[src/rtl/core/c2s_pkg.sv]
// Shared constants, tables and width helpers for the cartesian-to-spherical
// angle core. No dependencies.
package c2s_pkg;

  localparam int DEFAULT_COORD_WIDTH = 24;
  localparam int DEFAULT_ANGLE_WIDTH = 16;
  localparam int DEFAULT_ITERATIONS  = 16;

  // distance field
  localparam int                DIST_W   = 25;
  localparam logic [DIST_W-1:0] DIST_MAX = '1;

  // angle magnitudes are scaled down until they fit this many bits
  localparam int PRESCALE_BITS = 30;

  // angle accumulator: pi is 2^31, needs headroom past +-pi
  localparam int ZW         = 33;
  localparam int ATAN_DEPTH = 24;

  localparam logic signed [ZW-1:0] HALF_PI_UNITS = ZW'(2**30);

  localparam logic [31:0] ATAN_UNITS [ATAN_DEPTH] = '{
    32'h20000000, 32'h12E4051E, 32'h09FB385B, 32'h051111D4, 32'h028B0D43, 32'h0145D7E1,
    32'h00A2F61E, 32'h00517C55, 32'h0028BE53, 32'h00145F2F, 32'h000A2F98, 32'h000517CC,
    32'h00028BE6, 32'h000145F3, 32'h0000A2FA, 32'h0000517D, 32'h000028BE, 32'h0000145F,
    32'h00000A30, 32'h00000518, 32'h0000028C, 32'h00000146, 32'h000000A3, 32'h00000051
  };

  // width of a coordinate difference
  function automatic int mag_width(input int cw);
    return cw + 1;
  endfunction

  // width of a prescaled magnitude on the angle path
  function automatic int ang_mag_width(input int cw);
    return (cw + 1 > PRESCALE_BITS) ? PRESCALE_BITS : cw + 1;
  endfunction

  // root width shared by the distance and horizontal-length square roots
  function automatic int root_width(input int cw);
    int a;
    a = ang_mag_width(cw) + 1;
    return (a > DIST_W + 1) ? a : DIST_W + 1;
  endfunction

endpackage

[src/rtl/core/c2s_cordic_cell.sv]
// One vectoring CORDIC micro-rotation for the yaw and pitch lanes, with a
// carried side vector. Depends on c2s_pkg (arctangent table, ZW).
module c2s_cordic_cell import c2s_pkg::*; #(
  parameter int XW     = ang_mag_width(DEFAULT_COORD_WIDTH) + 3,
  parameter int STEP   = 0,
  parameter int SIDE_W = 1
) (
  input  logic                  clk_i,
  input  logic                  rst_ni,
  input  logic                  en_i,
  input  logic                  valid_i,
  input  logic signed [XW-1:0]  yx_i,
  input  logic signed [XW-1:0]  yy_i,
  input  logic signed [ZW-1:0]  yz_i,
  input  logic signed [XW-1:0]  px_i,
  input  logic signed [XW-1:0]  py_i,
  input  logic signed [ZW-1:0]  pz_i,
  input  logic [SIDE_W-1:0]     side_i,
  output logic                  valid_o,
  output logic signed [XW-1:0]  yx_o,
  output logic signed [XW-1:0]  yy_o,
  output logic signed [ZW-1:0]  yz_o,
  output logic signed [XW-1:0]  px_o,
  output logic signed [XW-1:0]  py_o,
  output logic signed [ZW-1:0]  pz_o,
  output logic [SIDE_W-1:0]     side_o
);

  localparam int                   RW   = 2 * XW + ZW;
  localparam logic signed [ZW-1:0] ATAN = ZW'(ATAN_UNITS[STEP]);

  // returns {x, y, z}; rotate toward y = 0
  function automatic logic [RW-1:0] rotate(input logic signed [XW-1:0] x,
                                           input logic signed [XW-1:0] y,
                                           input logic signed [ZW-1:0] z);
    logic signed [XW-1:0] xs, ys;
    xs = x >>> STEP;
    ys = y >>> STEP;
    if (!y[XW-1]) begin
      return {x + ys, y - xs, z + ATAN};
    end
    return {x - ys, y + xs, z - ATAN};
  endfunction

  logic [RW-1:0]        rot_y, rot_p;
  logic                 valid_q;
  logic signed [XW-1:0] yx_q, yy_q, px_q, py_q;
  logic signed [ZW-1:0] yz_q, pz_q;
  logic [SIDE_W-1:0]    side_q;

  assign rot_y = rotate(yx_i, yy_i, yz_i);
  assign rot_p = rotate(px_i, py_i, pz_i);

  always_ff @(posedge clk_i or negedge rst_ni) begin
    if (!rst_ni) begin
      valid_q <= 1'b0;
    end else if (en_i) begin
      valid_q <= valid_i;
    end
  end

  always_ff @(posedge clk_i) begin
    if (en_i) begin
      yx_q   <= rot_y[RW-1 -: XW];
      yy_q   <= rot_y[ZW+XW-1 -: XW];
      yz_q   <= rot_y[ZW-1:0];
      px_q   <= rot_p[RW-1 -: XW];
      py_q   <= rot_p[ZW+XW-1 -: XW];
      pz_q   <= rot_p[ZW-1:0];
      side_q <= side_i;
    end
  end

  assign valid_o = valid_q;
  assign yx_o    = yx_q;
  assign yy_o    = yy_q;
  assign yz_o    = yz_q;
  assign px_o    = px_q;
  assign py_o    = py_q;
  assign pz_o    = pz_q;
  assign side_o  = side_q;

endmodule

[config.mk]
export PLATFORM = sky130hd
export DESIGN_NAME = c2s_cordic_cell
export DESIGN_NICKNAME = d
export VERILOG_FILES = /design/src/rtl/core/c2s_pkg.sv /design/src/rtl/core/c2s_cordic_cell.sv
export SDC_FILE = /design/constraint.sdc
export NUM_CORES = 1
export LEC_CHECK = 0
export BUFFER_PORTS_ARGS = -buffer_cell sky130_fd_sc_hd__buf_2
export CAP_MARGIN = 20
export CORE_MARGIN = 1.5
export CORE_UTILIZATION = 40
export DETAILED_ROUTE_END_ITERATION = 6
export GPL_TIMING_DRIVEN = 0
export SETUP_SLACK_MARGIN = 0.3
export SKIP_CTS_REPAIR_TIMING = 1
export SLEW_MARGIN = 5
export SYNTH_ARGS = -nofsm -noshare
export SYNTH_HDL_FRONTEND = slang
export SYNTH_SLANG_ARGS = --single-unit
export TNS_END_PERCENT = 100
[constraint.sdc]
create_clock -name clk_i -period 0.94 [get_ports clk_i]
set_clock_uncertainty 0.05 [all_clocks]
set_input_delay 0.141 -clock clk_i [delete_from_list [all_inputs] [get_ports clk_i]]
set_output_delay 0.141 -clock clk_i [all_outputs]
set_load 0.01 [all_outputs]
# ---- Word level (Yosys, flattened, before mapping)
# Index checks and enable logic that the tools add are counted.
# Widths: inputs -> output; s select.
dict set report word_totals {
  in_bits 183
  romBits 0
  out_inout_bits 180
  word_cells 20
  ram_bits 0
  regBits 180
  n_memories 0
  latchBits 0
}
dict set report op_classes {
  addsub 10
  order_cmp 0
  shift 0
  n_eq_ne 0
  n_reduce_logical 0
  mux 2
  multipliers 0
  div_mod_pow 0
  n_bitwise 0
}
# cell count
set ops {}
lappend ops {{$mux 89} 2}
lappend ops {{$sub 28x28->28} 4}
lappend ops {{$add 33x31->33 const B} 2}
lappend ops {{$sub 33x31->33 const B} 2}
lappend ops {{$add 28x28->28} 2}

# ---- Longest topological paths before layout
# Gate-level depths: netlist of the first run.
dict set report logic_depth {
  ltp_word 2
  ltp_mapped 12
  ltp_nobuf 12
}

# ---- Least setup slack after synthesis of the first run
# OpenSTA, ideal clock, no wires.
dict set report synth_path {
  kind {input to register}
  startpoint {input px_i[12]}
  endpoint {register py_q[26], in the netlist py_o[26] (data pin)}
  setup_time_ns 0.267
  path_slack_ns -1.891
  t_arrival_ns 2.514
  n_path_buf 1
  required_ns 0.623
  path_stages 11
  cell_sequence {inv_1 > ha_1 > buf_6 > or4_4 > nor2_2 > nand3_2 > a2111oi_2 > o22ai_1 > or4_1 > o211a_1 > xor2_1}
}
dict set report synth_via {
  elab_chain_cells 2
  word_cells_on_any_way 3
  classes_between {2 x add/sub; 1 x mux}
}
# element line
set synth_lines {}
lappend synth_lines {{from (decl)} c2s_cordic_cell.sv:15} ;# input logic signed [XW-1:0] px_i,
lappend synth_lines {{$sub 28x28->28 or $add 28x28->28 (tied branches)} {c2s_cordic_cell.sv:40, c2s_cordic_cell.sv:42}}
lappend synth_lines {{$mux 89 *} c2s_cordic_cell.sv:42} ;# return {x - ys, y + xs, z - ATAN};
lappend synth_lines {{via rot_p[59]} c2s_cordic_cell.sv:45} ;# logic [RW-1:0] rot_y, rot_p;
lappend synth_lines {{to (signal assigned)} c2s_cordic_cell.sv:68} ;# py_q <= rot_p[ZW+XW-1 -: XW];
lappend synth_lines {{to (decl)} c2s_cordic_cell.sv:47} ;# logic signed [XW-1:0] yx_q, yy_q, px_q, py_q;
# Mark *: on every way through the listed nets, which the timed path passes. The rest lies on a longest branch.
# A chain may end at the register's enable or synchronous reset.

# ---- Worst setup path in the final report of the first run
dict set report layout_path {
  startpoint {input px_i[0]}
  endpoint {register py_q[26], in the netlist py_o[26] (data pin)}
}
# The elaborated chain is that of the path after synthesis.

==> results.md, run 1 <==
| Stage | Parameter | Reported |
|---|---|---|
| outcome | Outcome | finished, violations left |
| outcome | Violated checks | negative hold slack, negative setup slack |
| global route | Number of global-route vias before repair | 13,400 |
| power and ir drop | Sum of internal, switching and leakage power | 31.2 mW |
| hold path | Hold path start | valid_i |
| global route | GRT overflow | 0 |
| timing | Max Slew Vio Count | 0 |
| hold path | Hold depth | 2 |
| synth | Mapped cell area | 14,900 um2 |
| synth | Flip-flop and latch count after synthesis | 178 |
| layout | Net count of the finished layout | 2,537 |
| clocking | Latest clock arrival within the worst-skew pair | 450 ps |
| clocking | CTS root buf | sky130_fd_sc_hd__clkbuf_16 |
| global route | GR met3 Demand/Resource | 3.18% |
| floorplanning | Number of rows created at floorplan | 70 |
| worst setup path | Category of the worst setup path capture point | register |
| routing | Detail-routed via count per cell | 5.64 |
| run | MaxCap Viol Count | 0 |
| timing | Final worst-path setup slack | -1770 ps |
| power and ir drop | Internal power consumption | 20.0 mW |
| synth | Async set or reset register ratio after synthesis | 0.562% |
| clocking | Clk buf depth | 2 |
| floorplanning | Die outline width | 196 um |
| global route | Overall track demand over capacity in global routing | 25.3% |
| global route | Pin count of the biggest net entering global routing | 92 |
| worst setup path | Type of the setup path with the least slack | primary input to register |
| timing | Setup repair after global routing missed its margin | yes |
| placement | Routability congestion estimate | 0.963 |
| power and ir drop | Sw Ratio | 35.8% |
| power and ir drop | Fraction of power consumed by sequential logic | 33.5% |
| worst setup path | CP max FO | 5 |
| floorplanning | Die Span Y | 196 um |
| floorplanning | Starting utilization of the core area | 40.7% |
| clocking | Worst-path clk slew | 70 ps |
| synth | Share of synthesized area occupied by flip-flops and latches | 35.8% |
| power and ir drop | Part of the total power dissipated in combinational logic | 42.0% |
| routing | Routed WL per cell | 20.6 um |
| timing | Share of the clock period used by the worst path | 288% |
| global route | Met1 Usage GRT | 32.3% |
| routing | DRC | 0 |
| timing | Count of endpoints failing hold in the final timing report | 8 |
| worst setup path | Reg2Reg Setup Slack | 140 ps |
| timing | Clock period minus worst slack | 2710 ps |
| timing | Worst rel slew slack | 56.4% |
| timing | Measured slew at the worst slew-check pin | 648 ps |
| layout | Most common library cell in the layout ignoring fill and taps | sky130_fd_sc_hd__buf_2 |
| timing | Worst Hold Slack | -134 ps |
| power and ir drop | Total power density per cell area | 1370 nW/um2 |
| worst setup path | Critical path startpoint category | primary input |
| floorplanning | Die Outline Area | 38,500 um2 |
| worst setup path | Endpoint of the lowest-slack register-to-register path | valid_o$_DFFE_PN0P_ |
| power and ir drop | Maximum VDD drop | 0.00136 V |
| synth | Synthesis Warnings | 0 |
| power and ir drop | Part of the total power dissipated in the clock network | 24.5% |
| power and ir drop | Switching component of the power | 11.2 mW |
| routing | Routed via count | 15,000 |
| worst setup path | Required time reported for the critical path endpoint | 1080 ps |
| synth | Count of mapped cells out of synthesis | 1,604 |
| floorplanning | Area of the placeable core | 36,700 um2 |
| timing | Highest clock rate | 369 MHz |
| routing | Detailed router's first-iteration violation count | 1,131 |
| global route | Most Crowded Layer GR | met2 |
| routing | Number of search-and-repair iterations in the first detailed-routing pass | 5 |
| routing | Remaining number of nets flagged by the antenna check after routing | 0 |
| layout | Area growth from synthesis to layout | 52.6% |
| worst setup path | Worst flop-to-flop path startpoint | valid_o$_DFFE_PN0P_ |
| timing | Final-report setup violation count | 289 |
| layout | Most used cells in the layout excluding fill and tap cells | sky130_fd_sc_hd__buf_2 (328), sky130_fd_sc_hd__edfxtp_1 (177), sky130_fd_sc_hd__ha_1 (146) |
| layout | Layout cells sized above 1 | 43.2% |
| hold path | Hold Path Sink | valid_o$_DFFE_PN0P_ |
| global route | Global-route wire length before repair | 75,800 um |
| synth | Most instantiated flip-flop cell in the synthesis netlist | sky130_fd_sc_hd__edfxtp_1 |
| power and ir drop | Static leakage power | 9.83 nW |
| synth | Unique cell type count in the Yosys netlist | 83 |
| hold path | Path category of the worst min-delay check | primary input to register |
| routing | DRT Wirelength | 54,700 um |
| synth | Post-synth EDFFs | 177 |
| global route | Antenna violations before repair | 5 |
| clocking | Clock tree from TritonCTS | yes |
| synth | Total nets after synthesis | 1,975 |
| clocking | CTS H-tree depth | 4 |
| floorplanning | I/O pins | 363 |
| clocking | Number of buffers created by CTS | 17 |
| synth | Mapped Avg Cell Area | 9.30 um2 |
| worst setup path | Count of cells along the worst register-to-register path | 1 |
| worst setup path | Worst endpoint data arrival time | 2850 ps |
| clocking | Clock sink count | 178 |
| global route | Met2 track demand over resource | 44.3% |
| placement | Buffers on Ports | 362 |
| placement | HPWL after detailed placement | 39,900 um |
[cell families (layout without fill, tap and decap cells)]
kind of cell,Yosys count,in the layout,share of synthesized area (%)
other cells,0,5,0
fa+ha+maj,188,188,16.2
compound gates,522,522,22.3
mux,31,31,2.10
xor+xnor,110,110,6.46
flops,178,178,35.8
buf+inv,252,827,6.63
simple gates,323,323,10.6
[cells in the mapped netlist, types with 6 or more instances]
cell type | instances | area [um2]
sky130_fd_sc_hd__o211ai_1 | 15 | 113
sky130_fd_sc_hd__nand2_1 | 68 | 255
sky130_fd_sc_hd__o22ai_1 | 6 | 37.5
sky130_fd_sc_hd__buf_1 | 14 | 52.6
sky130_fd_sc_hd__o31ai_1 | 20 | 150
sky130_fd_sc_hd__clkbuf_1 | 43 | 161
sky130_fd_sc_hd__a21o_1 | 45 | 338
sky130_fd_sc_hd__inv_1 | 164 | 616
sky130_fd_sc_hd__o31a_1 | 6 | 52.6
sky130_fd_sc_hd__xnor2_1 | 97 | 850
sky130_fd_sc_hd__nor4_1 | 11 | 68.8
sky130_fd_sc_hd__or3_1 | 7 | 43.8
sky130_fd_sc_hd__and2_1 | 8 | 50.1
sky130_fd_sc_hd__a211oi_1 | 15 | 113
sky130_fd_sc_hd__nor2_1 | 109 | 409
sky130_fd_sc_hd__o21bai_1 | 39 | 293
sky130_fd_sc_hd__xor2_1 | 13 | 114
sky130_fd_sc_hd__nand4_1 | 9 | 56.3
sky130_fd_sc_hd__o21a_1 | 8 | 60.1
sky130_fd_sc_hd__o21ai_0 | 86 | 430
sky130_fd_sc_hd__a21oi_1 | 186 | 931
sky130_fd_sc_hd__fa_1 | 8 | 160
sky130_fd_sc_hd__nor2b_1 | 16 | 100
sky130_fd_sc_hd__edfxtp_1 | 177 | 5320
sky130_fd_sc_hd__nor3_1 | 23 | 115
sky130_fd_sc_hd__or4_1 | 6 | 45.0
sky130_fd_sc_hd__ha_1 | 180 | 2250
sky130_fd_sc_hd__buf_2 | 17 | 85.1
sky130_fd_sc_hd__a31oi_1 | 13 | 81.3
sky130_fd_sc_hd__inv_2 | 9 | 33.8
sky130_fd_sc_hd__and3_1 | 12 | 75.1
sky130_fd_sc_hd__mux2i_1 | 28 | 280
sky130_fd_sc_hd__o21ai_1 | 9 | 45.0
sky130_fd_sc_hd__nand3_1 | 18 | 90.1
sky130_fd_sc_hd__nand2b_1 | 18 | 113
sky130_fd_sc_hd__a221oi_1 | 8 | 70.1
[worst max path at each step]
stage	from	endpoint	slack (ps)	depth (start not counted)
2_1_floorplan	px_i[0]	py_o[26]$_DFFE_PP_	-1830	12
3_3_place_gp	en_i	valid_o$_DFFE_PN0P_	-2770	2
3_5_place_dp	px_i[0]	py_o[26]$_DFFE_PP_	-2540	13
4_1_cts	px_i[0]	py_o[26]$_DFFE_PP_	-2060	13
5_1_grt	px_i[0]	py_o[26]$_DFFE_PP_	-1820	14
6_report	px_i[0]	py_o[26]$_DFFE_PP_	-1770	14
[state kept, by name, indices dropped and copies added, names as in the netlist]
signal	flops
pz_o	33
yz_o	33
px_o	28
yx_o	28
py_o	27
yy_o	27
side_o	1
valid_o	1
[routing by layer]
| metal | wire length (um) | vias to the layer above |
|---|---|---|
| met5 | 12 | - |
| met4 | 2200 | 2 |
| met3 | 3330 | 157 |
| met2 | 27300 | 725 |
| met1 | 21900 | 7191 |
| li1 | - | 6889 |
[area by class of cell]
type / count / area (um2)
flip-flops and latches: 178 / 5340
repair buffers: 543 / 3900
plain buffers: 78 / 723
inverters: 174 / 773
fillers: 3044 / 13900
well taps: 468 / 586
multi-input cells: 1174 / 10800
clock inverters: 15 / 191
diodes: 5 / 12.5
clock buffers: 17 / 425
[stage by stage]
stage          utilization [%]  std cells  TNS, ps  instance area [um2]  setup slack (ps)
2_1_floorplan                -       1604  -116570                16000             -1830
3_3_place_gp              50.0       2434  -644570                18400             -2770
3_5_place_dp              50.1       2435  -257910                18400             -2540
4_1_cts                   51.8       2467  -184080                19000             -2060
5_1_grt                   62.0       2650  -159600                22800             -1820
6_report                  62.1       2652  -148340                22800             -1770
[power groups by stage]
stage	combinational [mW]	clock [mW]	sequential (mW)
4_1_cts	10.0	7.72	10.4
6_report	13.1	7.62	10.4
2_1_floorplan	5.66	0	11.2
3_5_place_dp	9.96	0	10.6
5_1_grt	13.9	8.01	10.5
3_3_place_gp	9.93	0	10.6
[critical path, stage by stage]
cell                        delay [ps]
sky130_fd_sc_hd__buf_12             90
sky130_fd_sc_hd__ha_4              130
sky130_fd_sc_hd__inv_2              30
sky130_fd_sc_hd__fa_2              380
sky130_fd_sc_hd__o21bai_4          160
sky130_fd_sc_hd__a21oi_4            90
sky130_fd_sc_hd__o211ai_1          170
sky130_fd_sc_hd__buf_4             170
sky130_fd_sc_hd__nand3_4           100
sky130_fd_sc_hd__a2111oi_4         360
sky130_fd_sc_hd__o22ai_2           170
sky130_fd_sc_hd__or4_1             560
sky130_fd_sc_hd__o211a_1           140
sky130_fd_sc_hd__xor2_1            150
Power figures use the tool's default switching activity.
==> run 2, diff against run 1 <==
- clock period: 0.94 -> 2.5 ns (I/O delays scaled with it)
==> run 2 against run 1 <==
The run ends with negative setup slack left. Routed wire length shrank 7.3%. Die area is the same. Non-clock buffer count shrank 86. Cell area shrank 8.0%. Final cell count shrank 3.3%. Register-to-register slack gained 1500 ps. Core utilization shrank 5.0 points. Via count shrank 4.9%. Sequential power shrank 62%. First-iteration DRC count shrank 1.1%. Power shrank 64%. Count of clock-buffer cells in the layout is the same.
==> results.md, run 2 (synthesis results as in run 1) <==
| Stage | Parameter | Reported |
|---|---|---|
| power and ir drop | Total power density per cell area | 538 nW/um2 |
| routing | Number of search-and-repair iterations in the first detailed-routing pass | 5 |
| global route | Global-route wire length before repair | 74,600 um |
| clocking | CTS root buf | sky130_fd_sc_hd__clkbuf_16 |
| placement | Buffers on Ports | 362 |
| power and ir drop | Internal power consumption | 7.24 mW |
| routing | Routed via count | 14,200 |
| worst setup path | Worst endpoint data arrival time | 3030 ps |
| routing | Remaining number of nets flagged by the antenna check after routing | 0 |
| outcome | Outcome | finished, violations left |
| timing | Share of the clock period used by the worst path | 115% |
| timing | Max Slew Vio Count | 0 |
| layout | Number of fill cells in the layout | 3,291 |
| clocking | Latest clock arrival within the worst-skew pair | 450 ps |
| timing | Measured slew at the worst slew-check pin | 952 ps |
| clocking | Number of buffers created by CTS | 17 |
| routing | Routed WL per cell | 19.8 um |
| floorplanning | Number of rows created at floorplan | 70 |
| power and ir drop | Static leakage power | 9.15 nW |
| layout | Layout cells sized above 1 | 38.9% |
| floorplanning | Die Outline Area | 38,500 um2 |
| worst setup path | Number of buffer and inverter stages on the critical path | 2 |
| timing | Count of endpoints failing hold in the final timing report | 0 |
| layout | Area growth from synthesis to layout | 40.4% |
| hold path | Path category of the worst min-delay check | primary input to register |
| global route | Antenna violations before repair | 3 |
| routing | Met3 wirelength from detailed routing | 2760 um |
| routing | Detailed router's first-iteration violation count | 1,118 |
| layout | Net count of the finished layout | 2,451 |
| routing | DRT Wirelength | 50,700 um |
| floorplanning | Die Span Y | 196 um |
| timing | Setup TNS after final layout | -5250 ps |
| worst setup path | Max incr delay on CP | 440 ps |
| routing | Top Metal Used | met4 |
| power and ir drop | Sum of internal, switching and leakage power | 11.3 mW |
| clocking | Clock sink count | 178 |
| clocking | Clk buf depth | 2 |
| timing | Highest clock rate | 347 MHz |
| outcome | Violated checks | negative setup slack |
| power and ir drop | Part of the total power dissipated in the clock network | 25.8% |
| timing | Final-report setup violation count | 35 |
| placement | HPWL after detailed placement | 39,500 um |
| placement | Routability congestion estimate | 0.968 |
| worst setup path | CP max FO | 5 |
| worst setup path | Series of cell instances along the critical path | buf_12 > ha_4 > inv_2 > fa_2 > o21bai_1 > a21oi_2 > o211ai_1 > nand3_2 > a2111oi_4 > o22ai_2 > or4_4 > o211a_1 > xor2_1 |
| floorplanning | Starting utilization of the core area | 40.7% |
| placement | DP Worst Slack | -1170 ps |
| worst setup path | Category of the worst setup path capture point | register |
| layout | Layout Cell Area excl Fill | 20,900 um2 |
| clocking | Clock tree from TritonCTS | yes |
| layout | Most common library cell in the layout ignoring fill and taps | sky130_fd_sc_hd__buf_2 |
| clocking | Worst-path clk slew | 80 ps |
| clocking | CTS H-tree depth | 4 |
| worst setup path | Critical path startpoint category | primary input |
| timing | Worst Hold Slack | 38.2 ps |
| placement | Area after DPL | 18,200 um2 |
| floorplanning | Die outline width | 196 um |
| timing | Worst rel slew slack | 36.5% |
| power and ir drop | Part of the total power dissipated in combinational logic | 39.4% |
| floorplanning | I/O pins | 363 |
| power and ir drop | Maximum VDD drop | 0.000420 V |
| timing | Setup repair after global routing missed its margin | yes |
| worst setup path | Type of the setup path with the least slack | primary input to register |
| run | MaxCap Viol Count | 0 |
| global route | GRT overflow | 0 |
| global route | Overall track demand over capacity in global routing | 25.0% |
| timing | Clock period minus worst slack | 2880 ps |
| power and ir drop | Fraction of power consumed by sequential logic | 34.8% |
| routing | DRC | 0 |
| global route | Number of global-route vias before repair | 13,300 |
| timing | Final worst-path setup slack | -384 ps |
| worst setup path | Slowest cell on the critical path | sky130_fd_sc_hd__or4_4 |
| routing | Routed length on met2 | 24,800 um |
| worst setup path | Delay-heaviest family, CP | compound AO/OA/AOI/OAI gates |
| layout | Most used cells in the layout excluding fill and tap cells | sky130_fd_sc_hd__buf_2 (346), sky130_fd_sc_hd__edfxtp_1 (177), sky130_fd_sc_hd__ha_1 (150) |
| floorplanning | Area of the placeable core | 36,700 um2 |
| power and ir drop | Sw Ratio | 35.7% |
| worst setup path | Required time reported for the critical path endpoint | 2650 ps |
| global route | Pin count of the biggest net entering global routing | 111 |
| power and ir drop | Switching component of the power | 4.02 mW |
| routing | Detail-routed via count per cell | 5.55 |
| routing | Routed metal-1 wire length | 21,200 um |
==> run 2: final timing paths <==
path                                startpoint             endpoint  slack [ps]  cells past startpoint
setup / recovery                       px_i[0]   py_o[26]$_DFFE_PP_        -380                     13
setup reg to reg           valid_o$_DFFE_PN0P_  valid_o$_DFFE_PN0P_        1670                      1
min in group asynchronous               rst_ni  valid_o$_DFFE_PN0P_         160                      2
hold reg to reg            valid_o$_DFFE_PN0P_  valid_o$_DFFE_PN0P_         510                      1
hold / removal                         pz_i[4]    pz_o[4]$_DFFE_PP_          40                      1
max in group asynchronous               rst_ni  valid_o$_DFFE_PN0P_        2150                      2
==> run 2: cell type report <==
class | count | area, um2 | share of cell area [%]
repair buffers | 457 | 2840 | 13.5
flip-flops and latches | 178 | 5340 | 25.5
inverters | 174 | 719 | 3.43
clock buffers | 17 | 425 | 2.03
diodes | 3 | 7.51 | 0.0358
well taps | 468 | 586 | 2.80
plain buffers | 78 | 539 | 2.57
multi-input cells | 1174 | 10300 | 49.1
clock inverters | 15 | 210 | 1.00
==> run 2: power groups by stage <==
stage | Combinational, mW | Clock (mW) | Sequential (mW)
3_5_place_dp | 3.70 | 0 | 3.98
2_1_floorplan | 2.08 | 0 | 4.22
5_1_grt | 4.75 | 3.08 | 3.96
6_report | 4.44 | 2.91 | 3.91
3_3_place_gp | 3.67 | 0 | 3.99
4_1_cts | 3.72 | 2.99 | 3.92
==> run 2: per-layer routing <==
layer	up-vias	track usage [%]
li1	6711	-
met5	-	0
met4	0	9.74
met1	6797	32.3
met2	610	42.8
met3	116	2.84
==> run 2: metrics by stage <==
step | utilization, % | instances
6_report | 57.1 | 2564
3_5_place_dp | 49.5 | 2435
3_3_place_gp | 49.4 | 2434
5_1_grt | 57.1 | 2563
4_1_cts | 51.3 | 2467
2_1_floorplan | - | 1604
==> run 3, diff against run 2 <==
- ABC_AREA: unset -> 1
==> run 3 against run 2 <==
The flow now finishes without violations. Power fell by 0.90%. Core utilization is 7.1 points lower. Final cell count is 47% higher. Die area is 21% higher. Cell area grew 6.2%. Global-route usage increased by 5.9 points. Sequential share of layout area is 1.5 points lower. Critical path type unchanged. Critical endpoint is now py_o[14]$_DFFE_PP_. Highest routed layer unchanged.
==> results.md, run 3 <==
| Stage | Parameter | Reported |
|---|---|---|
| worst setup path | Category of the worst setup path capture point | register |
| synth | Share of the synthesized area in the top cell type | 29.2% |
| power and ir drop | Maximum VDD drop | 0.000518 V |
| synth | Async set or reset register ratio after synthesis | 0.562% |
| synth | Count of mapped cells out of synthesis | 2,711 |
| synth | Total nets after synthesis | 3,082 |
| run | MaxCap Viol Count | 0 |
| timing | Setup repair after global routing missed its margin | yes |
| worst setup path | Max incr delay on CP | 410 ps |
| timing | Measured slew at the worst slew-check pin | 981 ps |
| worst setup path | Required time reported for the critical path endpoint | 2670 ps |
| synth | Most instantiated flip-flop cell in the synthesis netlist | sky130_fd_sc_hd__edfxtp_1 |
| synth | Most numerous cell in the Yosys netlist | sky130_fd_sc_hd__nand2_1 |
| global route | Number of global-route vias before repair | 18,800 |
| routing | Routed WL per cell | 19.6 um |
| clocking | Clock sink count | 178 |
| layout | Layout cells sized above 1 | 18.2% |
| routing | DRT Wirelength | 73,600 um |
| global route | Overall track demand over capacity in global routing | 30.9% |
| outcome | Outcome | finished clean |
| floorplanning | I/O pins | 363 |
| floorplanning | Die outline width | 216 um |
| worst setup path | Slowest cell on the critical path | sky130_fd_sc_hd__fa_1 |
| timing | Highest clock rate | 462 MHz |
| worst setup path | Type of the setup path with the least slack | primary input to register |
| layout | Most common library cell in the layout ignoring fill and taps | sky130_fd_sc_hd__nand2_1 |
| worst setup path | Most frequent CP cell | sky130_fd_sc_hd__nand2_1 |
| clocking | Clock tree from TritonCTS | yes |
| synth | Flip-flop and latch count after synthesis | 178 |
| global route | Global-route wire length before repair | 108,000 um |
| power and ir drop | Sum of internal, switching and leakage power | 11.2 mW |
| clocking | CTS root buf | sky130_fd_sc_hd__clkbuf_16 |
| worst setup path | Critical path startpoint category | primary input |
| floorplanning | Area of the placeable core | 44,500 um2 |
| floorplanning | Die Outline Area | 46,700 um2 |
| routing | Number of search-and-repair iterations in the first detailed-routing pass | 6 |
| layout | Area growth from synthesis to layout | 22.4% |
| synth | Share of synthesized area occupied by flip-flops and latches | 29.4% |
| worst setup path | CP max FO | 4 |
| placement | Area after DPL | 20,800 um2 |
| clocking | Latest clock arrival within the worst-skew pair | 510 ps |
| timing | Final-report setup violation count | 0 |
| routing | DRC | 0 |
| synth | Most numerous cell types in the synthesized netlist | sky130_fd_sc_hd__nand2_1 (846), sky130_fd_sc_hd__inv_1 (477), sky130_fd_sc_hd__nand3_1 (262) |
| floorplanning | Starting utilization of the core area | 40.8% |
| placement | Buffers on Ports | 362 |
| synth | Mapped Avg Cell Area | 6.71 um2 |
| layout | Most used cells in the layout excluding fill and tap cells | sky130_fd_sc_hd__nand2_1 (833), sky130_fd_sc_hd__inv_1 (473), sky130_fd_sc_hd__buf_2 (386) |
| layout | Layout Cell Area excl Fill | 22,200 um2 |
| global route | GRT overflow | 0 |
| synth | Mapped cell area | 18,200 um2 |
| layout | Net count of the finished layout | 3,524 |
| routing | Detail-routed via count per cell | 5.22 |
| synth | Leading cell types by total area after synthesis | sky130_fd_sc_hd__edfxtp_1 (29%), sky130_fd_sc_hd__nand2_1 (17%), sky130_fd_sc_hd__ha_1 (12%) |
| clocking | CTS H-tree depth | 4 |
| timing | Clock period minus worst slack | 2160 ps |
| routing | Detailed router's first-iteration violation count | 1,486 |
| worst setup path | Series of cell instances along the critical path | buf_2 > ha_1 > inv_1 > fa_1 > inv_1 > nand2_1 > a21oi_4 > nand2_1 > nand2_1 > nand2_1 > nand3_1 > nand2_1 > nand3_1 > o21ai_0 |
| timing | Worst Hold Slack | 0.265 ps |
| placement | Routability congestion estimate | 1.00 |
| floorplanning | Number of rows created at floorplan | 77 |
| hold path | Hold depth | 1 |
| power and ir drop | Static leakage power | 11.8 nW |
| clocking | Clk buf depth | 2 |
| global route | Pin count of the biggest net entering global routing | 105 |
| synth | Synthesis Warnings | 0 |
| placement | HPWL after detailed placement | 60,700 um |
| timing | Share of the clock period used by the worst path | 86.5% |
| floorplanning | Die Span Y | 216 um |
| worst setup path | Count of cells along the worst register-to-register path | 1 |
| routing | Remaining number of nets flagged by the antenna check after routing | 0 |
| hold path | Path category of the worst min-delay check | primary input to register |
| synth | Cell accounting for the most synthesized area | sky130_fd_sc_hd__edfxtp_1 |
| synth | Post-synth EDFFs | 177 |
| routing | Routed via count | 19,600 |
| global route | Antenna violations before repair | 2 |
| clocking | Number of buffers created by CTS | 17 |
| timing | Setup TNS after final layout | 0 ps |
| timing | Max Slew Vio Count | 0 |
| worst setup path | Worst endpoint data arrival time | 2340 ps |
| timing | Worst rel slew slack | 34.6% |
| clocking | Worst-path clk slew | 80 ps |
| power and ir drop | Total power density per cell area | 502 nW/um2 |
| timing | Count of endpoints failing hold in the final timing report | 0 |
| synth | Unique cell type count in the Yosys netlist | 42 |
==> run 3: cell types whose count changed in the layout (fill, tap and decap cells not counted), sizes merged, moves of 19 or more <==
cell	previous run	this run
a21o	45	1
buf	483	425
clkbuf	68	31
dlygate4sd3	1	58
inv	177	494
mux2i	28	0
nand2	68	857
nand3	19	266
nand4	9	55
nor2	110	181
o21ai	95	120
o31ai	20	0
xnor2	97	6
xor2	13	32
==> run 3: cell type report <==
cell class / instances / area (um2)
plain buffers: 74 / 472
multi-input cells: 1971 / 10800
fillers: 4622 / 22300
diodes: 2 / 5.00
clock inverters: 15 / 219
well taps: 592 / 741
clock buffers: 17 / 425
inverters: 488 / 1840
flip-flops and latches: 178 / 5340
repair buffers: 423 / 2440
==> run 3: layer usage <==
| metal | vias up | track usage [%] | share of wire (%) |
|---|---|---|---|
| li1 | 9563 | - | - |
| met1 | 9232 | 37.1 | 41 |
| met2 | 723 | 55.2 | 50 |
| met3 | 109 | 3.73 | 5.5 |
| met4 | 0 | 13.5 | 4.1 |
| met5 | - | 0 | 0 |
==> run 3: path summary, 6_finish.rpt <==
check | from | end | slack [ps]
max in group asynchronous | rst_ni | valid_o$_DFFE_PN0P_ | 2200
hold reg to reg | valid_o$_DFFE_PN0P_ | valid_o$_DFFE_PN0P_ | 460
setup reg to reg | valid_o$_DFFE_PN0P_ | valid_o$_DFFE_PN0P_ | 1710
setup / recovery | px_i[0] | py_o[14]$_DFFE_PP_ | 340
min in group asynchronous | rst_ni | valid_o$_DFFE_PN0P_ | 120
hold / removal | yz_i[9] | yz_o[9]$_DFFE_PP_ | 0.3
==> run 3: worst max-delay path: cells and delay by family <==
kind	cells	cell delay, ps
buf+inv	3	270
fa+ha+maj	2	580
simple gates	7	710
compound gates	2	380
==> run 3: cell families after synthesis <==
logic type	Yosys count	synth area share (%)
DFF	178	29.4
xor gates and xnor gates	38	1.83
adders and majority gates	188	13.3
buffers and inverters	562	12.6
and+or+nand+nor	1385	32.2
muxes	1	0.0619
AOI/OAI and AO/OA	359	10.7
==> run 3: stage by stage <==
| stage | instances | utilization (%) | setup slack (ps) |
|---|---|---|---|
| after floorplan | 2711 | - | 376 |
| after global placement | 3665 | 46.6 | -1440 |
| after detailed placement | 3666 | 46.7 | -326 |
| after CTS | 3698 | 48.1 | 220 |
| after global routing | 3760 | 50.0 | 200 |
| final | 3760 | 50.0 | 337 |
==> run 3: power by group <==
part	switching, mW	total (mW)	internal (mW)
logic	2.95	4.38	1.43
clock network	1.55	2.95	1.40
registers	0.0929	3.83	3.74
total	4.59	11.2	6.56
